File: config.mk
export PLATFORM = sky130hd
export DESIGN_NAME = agct_rules
export DESIGN_NICKNAME = d
export VERILOG_FILES = /design/src/hdl/adaptive_garbage_collection_trigger_top_defines.svh /design/src/hdl/agct_pkg.sv /design/src/hdl/agct_rules.sv
export SDC_FILE = /design/constraint.sdc
export NUM_CORES = 2
export LEC_CHECK = 0
export ABC_AREA = 1
export BUFFER_PORTS_ARGS = -buffer_cell sky130_fd_sc_hd__clkbuf_2
export CAP_MARGIN = 20
export CORE_MARGIN = 8
export CORE_UTILIZATION = 65
export DETAILED_ROUTE_END_ITERATION = 10
export PLACE_DENSITY = 0.89
export SETUP_SLACK_MARGIN = 0.15
export SYNTH_ARGS = -nofsm -noshare
export SYNTH_HDL_FRONTEND = slang
export SYNTH_SLANG_ARGS = --single-unit
export TNS_END_PERCENT = 30
File: constraint.sdc
create_clock -name vclk -period 24.9
set_clock_uncertainty 0.05 [all_clocks]
set_input_delay 4.98 -clock vclk [all_inputs]
set_output_delay 4.98 -clock vclk [all_outputs]
set_load 0.01 [all_outputs]
File: src/hdl/adaptive_garbage_collection_trigger_top_defines.svh
// assertion macros for the garbage collection trigger
`ifndef ADAPTIVE_GARBAGE_COLLECTION_TRIGGER_TOP_DEFINES_SVH
`define ADAPTIVE_GARBAGE_COLLECTION_TRIGGER_TOP_DEFINES_SVH

// same-cycle implication
`define AGCT_ASSERT_NOW(lbl, ante, cons, msg) \
	lbl: assert property (@(posedge clk) disable iff (!arst_n) (ante) |-> (cons)) \
		else $error(msg);

// next-cycle implication
`define AGCT_ASSERT_NEXT(lbl, ante, cons, msg) \
	lbl: assert property (@(posedge clk) disable iff (!arst_n) (ante) |=> (cons)) \
		else $error(msg);

`endif

File: src/hdl/agct_pkg.sv
// shared types and constants of the garbage collection trigger
package agct_pkg;

	localparam int unsigned AW = 64;          // multiplicand width
	localparam int unsigned BW = 48;          // multiplier width
	localparam int unsigned PW = AW + BW;     // product width
	localparam int unsigned DW = 55;          // divisor width
	localparam int unsigned QW = 61;          // capped quotient width
	localparam int unsigned CW = 7;           // step counter width
	localparam logic [CW-1:0] MulLast = CW'(BW - 1);
	localparam logic [CW-1:0] DivLast = CW'(PW - 1);
	localparam logic [QW-1:0] QCap = QW'(1) << 60;

	localparam logic [47:0] M48 = 48'hFFFF_FFFF_FFFF;
	localparam logic [31:0] M32 = 32'hFFFF_FFFF;

	localparam logic [47:0] SplitRst = 48'd268435456;
	localparam logic [47:0] DataGoalRst = 48'(268435456 / 10);
	localparam logic [47:0] DataMinRst = 48'((268435456 / 10) / 2);
	localparam logic [6:0]  ThrRst = 7'd20;
	localparam logic [31:0] StartRst = 32'd1;

	typedef enum logic [2:0] {
		CFG_THRESHOLD = 3'd0,
		CFG_SPLIT     = 3'd1,
		CFG_VERLIMIT  = 3'd2,
		CFG_TTL       = 3'd3,
		CFG_MEMRES    = 3'd4,
		CFG_START     = 3'd5
	} cfg_idx_t;

	typedef enum logic [2:0] {
		KIND_CLEAR  = 3'd0,
		KIND_ADD    = 3'd1,
		KIND_FINISH = 3'd2,
		KIND_CHECK  = 3'd3,
		KIND_ADJUST = 3'd4
	} kind_t;

	typedef struct packed {
		logic [6:0]  thr;
		logic        hvl;
		logic [31:0] ttl;
		logic        mres;
	} cfg_t;

	// goals keep the full capped quotient, results show the low bits
	typedef struct packed {
		logic [QW-1:0] data_goal;
		logic [QW-1:0] time_goal;
		logic [31:0] lct;
		logic [47:0] lcd;
		logic [47:0] disk;
		logic [31:0] dels;
		logic [47:0] expb;
	} sums_t;

	typedef struct packed {
		logic [31:0] now;
		logic [47:0] cb;
		logic [31:0] cd;
	} probe_t;

	typedef struct packed {
		logic        gp;
		logic        cdl;
		logic        ctt;
		logic        check;
		logic [48:0] accum;
		logic [32:0] el;
	} rules_t;

	typedef struct packed {
		logic [AW-1:0] a;
		logic [BW-1:0] b;
		logic [DW-1:0] d;
	} mdu_op_t;

endpackage

File: src/hdl/agct_rules.sv
// deletes rule, ttl rule and check answer from the current state
module agct_rules (
	input  agct_pkg::cfg_t    cfg,
	input  agct_pkg::sums_t   st,
	input  agct_pkg::probe_t  pr,
	output agct_pkg::rules_t  r
);

	logic [47:0] mem;
	logic [47:0] disk_gain;
	logic [48:0] tot;
	logic [48:0] pos;
	logic [55:0] pos100;
	logic [55:0] thr_tot;
	logic        at;
	logic [32:0] el;
	logic        el_ge;

	always_comb begin
		if (cfg.mres)
			mem = (pr.cb > st.lcd) ? pr.cb - st.lcd : '0;
		else
			mem = pr.cb;
		disk_gain = (st.disk > st.lcd) ? st.disk - st.lcd : '0;
		tot       = {1'b0, st.disk} + {1'b0, mem};
		pos       = {1'b0, st.expb} + {1'b0, mem};
		pos100    = 56'(pos) * 56'd100;
		thr_tot   = 56'(tot) * 56'(cfg.thr);
		at        = (tot == '0) ? (cfg.thr == '0) : (pos100 >= thr_tot);
		el        = {1'b0, pr.now} - {1'b0, st.lct};
		// negative elapsed time never reaches the goal
		el_ge     = !el[32] && (agct_pkg::QW'(el[31:0]) >= st.time_goal);

		r.accum = {1'b0, mem} + {1'b0, disk_gain};
		r.el    = el;
		r.gp    = cfg.hvl || (st.dels != '0) || (pr.cd != '0);
		r.cdl   = r.gp && (agct_pkg::QW'(r.accum) >= st.data_goal);
		r.ctt   = (cfg.ttl != '0) && at && el_ge;
		r.check = (st.lct != '0) && (r.cdl || r.ctt);
	end

endmodule

==> metrics.txt <==
status finished, final reports clean; via count ~46000; Syn Nets about 7600; startpoint types input port; Final Critical Period ~22000 ps; Area contributors post-synth ha_1 21%, fa_1 15%, inv_1 12%, nand2_1 12%, nor2_1 8.0%; total routed wirelength 158000 µm; DP Wirelength 138000 µm; Synth top area share approximately a fifth; largest family of logic cells by synthesized area adder cells; sequential area share after synthesis 0%; Synth-to-Final Area Change 9.93%; die height between 200 and 300 µm; Total Routing Usage GR around 45%; CLK BUF 0; post-route ant nets 0; crit end category output pin; worst hold path class in2out; Mean Syn Cell Area between 6 and 7 µm²; Worst path max stage delay a little under 1000 ps; post-cts sizing count 0; area leader, netlist ha_1; crit-path max FO 34; setup violators final 0; setup TNS 0 ps; area of the core a little under 60000 µm²; die width around 260 µm; post-synth cell types 67; Slew @ Worst Pin 1290 ps; num rows around 90; Peak Freq approximately 45 MHz; Max-Slew Margin vs Limit 13.4%; vias in the first global route 44262; crit path DAT about 17000 ps; Die Footprint between 60000 and 70000 µm²; Post-Syn Area approximately 38000 µm²; Post-Synth Simple-Gate Area a little over a quarter; initial antenna violation count 1; gr ovfl total 0; sequential cell count 0; DR iter-0 viols 5392; wire length of the first global-routing pass 238000 µm; GP Congestion 1.16; mean routed wirelength per cell approximately 21 µm; Initial Util 65.2%; drt first pass iters 7; xor/xnor share of the synthesized area ~6.8%; crit path kind in2out; Most common cell on crit path nand2_1; Reg area 0 µm²; Nets a little over 8000; Critical Path RT slightly below 20000 ps; unrepaired setup endpoints after global routing false; synthesized-area fraction occupied by adder cells 35.6%; hold_buf cts 0; post-CTS setup repair buffer count 0; Synth Instances 6176; yosys warns 0; mux contribution to synthesized area 0%; Synth Area in Compound Gates between 15 and 20%; Slowest cell on crit path o21ai_1; share of post-route cells with drive strength above 1 about a tenth; IO Port Bufs around 570; max-cap viol count 0; Final period util approximately 90%; pin count of the biggest net entering global routing between 40 and 50; via/cell ratio 6.12; io pins between 500 and 600; fin. max-slew vios 0; Fin. Hold Viols 0; DRC viols 0
[layout make-up]
cell class / instances / area [µm²]
Antenna cell: 2 / 5.00
Timing Repair Buffer: 599 / 3070
Tap cell: 773 / 967
Inverter: 1252 / 4700
Fill cell: 5102 / 16600
Multi-Input combinational cell: 4873 / 33300
[layer usage]
metal  GRT usage, %  vias to the layer above  routed length (µm)  share of wire (%)
li1               -                    21096                   -                  -
met1           53.6                    20786               57000                 36
met2           68.7                     3195               66400                 42
met3           10.9                      781               19600                 12
met4           32.7                        0               14800                9.4
met5              0                        -                   0                  0
[per-stage QoR]
stage | hold WS [ps] | std cells | utilization, % | setup WS, ps | instance area (µm²)
global placement | 10230 | 7495 | 71.7 | 3350 | 42000
CTS | 10240 | 7497 | 71.7 | 3520 | 42000
global route | 10250 | 7497 | 71.7 | 2430 | 42000
detailed placement | 10230 | 7497 | 71.7 | 3550 | 42000
floorplan | 10040 | 6176 | - | 6100 | 38200
finish | 10230 | 7499 | 71.7 | 2860 | 42000
[critical path: cells and delay by family]
family	cells	cell delay, ps
adder cells (fa/ha/maj)	9	3520
XOR/XNOR	1	330
AO/OA/AOI/OAI	8	2160
AND/OR/NAND/NOR	31	4950
buffers and inverters	9	1020
[final timing paths]
| kind | start | end | slack [ps] | cells after the start |
|---|---|---|---|---|
| min | cfg[33] | r[85] | 10230 | 4 |
| max | st[128] | r[82] | 2860 | 58 |
[Yosys cell counts, types with 4 or more instances]
cell type / instances
nor4_1: 76
a211oi_1: 11
and3_1: 8
a221oi_1: 4
nor3b_1: 6
o21ai_1: 44
xnor2_1: 134
nor2_1: 816
xor2_1: 161
o21a_1: 47
nand4_1: 70
clkbuf_1: 43
a21boi_0: 15
o31ai_1: 5
o211ai_1: 25
o21ai_2: 12
nand3_2: 7
ha_1: 632
o21bai_1: 26
a21o_1: 27
buf_6: 5
inv_2: 5
clkinv_1: 6
a21oi_1: 546
a31oi_1: 117
inv_1: 1240
o21ai_0: 242
nand2_2: 42
nand3b_1: 15
nand3_1: 156
nor2_2: 13
nor3_1: 55
nand2_1: 1207
fa_1: 284
o221ai_1: 13
a21oi_2: 13
[cell families after synthesis]
kind of cell / count (synthesis)
xor gates and xnor gates: 297
and+or+nand+nor: 2485
adders and majority gates: 916
AOI/OAI and AO/OA: 1175
buffers and inverters: 1303
[layout by cell type (no fill, tap or decap), types with 6 or more instances in the layout]
cell,netlist,layout
a21o_1,27,27
a21boi_0,15,15
a31oi_1,117,117
clkbuf_2,1,569
ha_1,632,632
o21ai_1,44,49
nor2_1,816,816
o21ai_0,242,237
o21a_1,47,47
o21bai_1,26,26
o211ai_1,25,25
nor3_1,55,55
nor2_2,13,13
inv_1,1240,1240
o21ai_2,12,12
nand2_1,1207,1207
nand3_2,7,7
xnor2_1,134,134
nand3_1,156,156
o221ai_1,13,13
a211oi_1,11,11
nand4_1,70,70
a21oi_1,546,546
and3_1,8,8
a21oi_2,13,13
fa_1,284,284
clkinv_1,6,6
nand3b_1,15,15
buf_4,0,28
nor3b_1,6,6
nor4_1,76,76
nand2_2,42,42
xor2_1,161,161
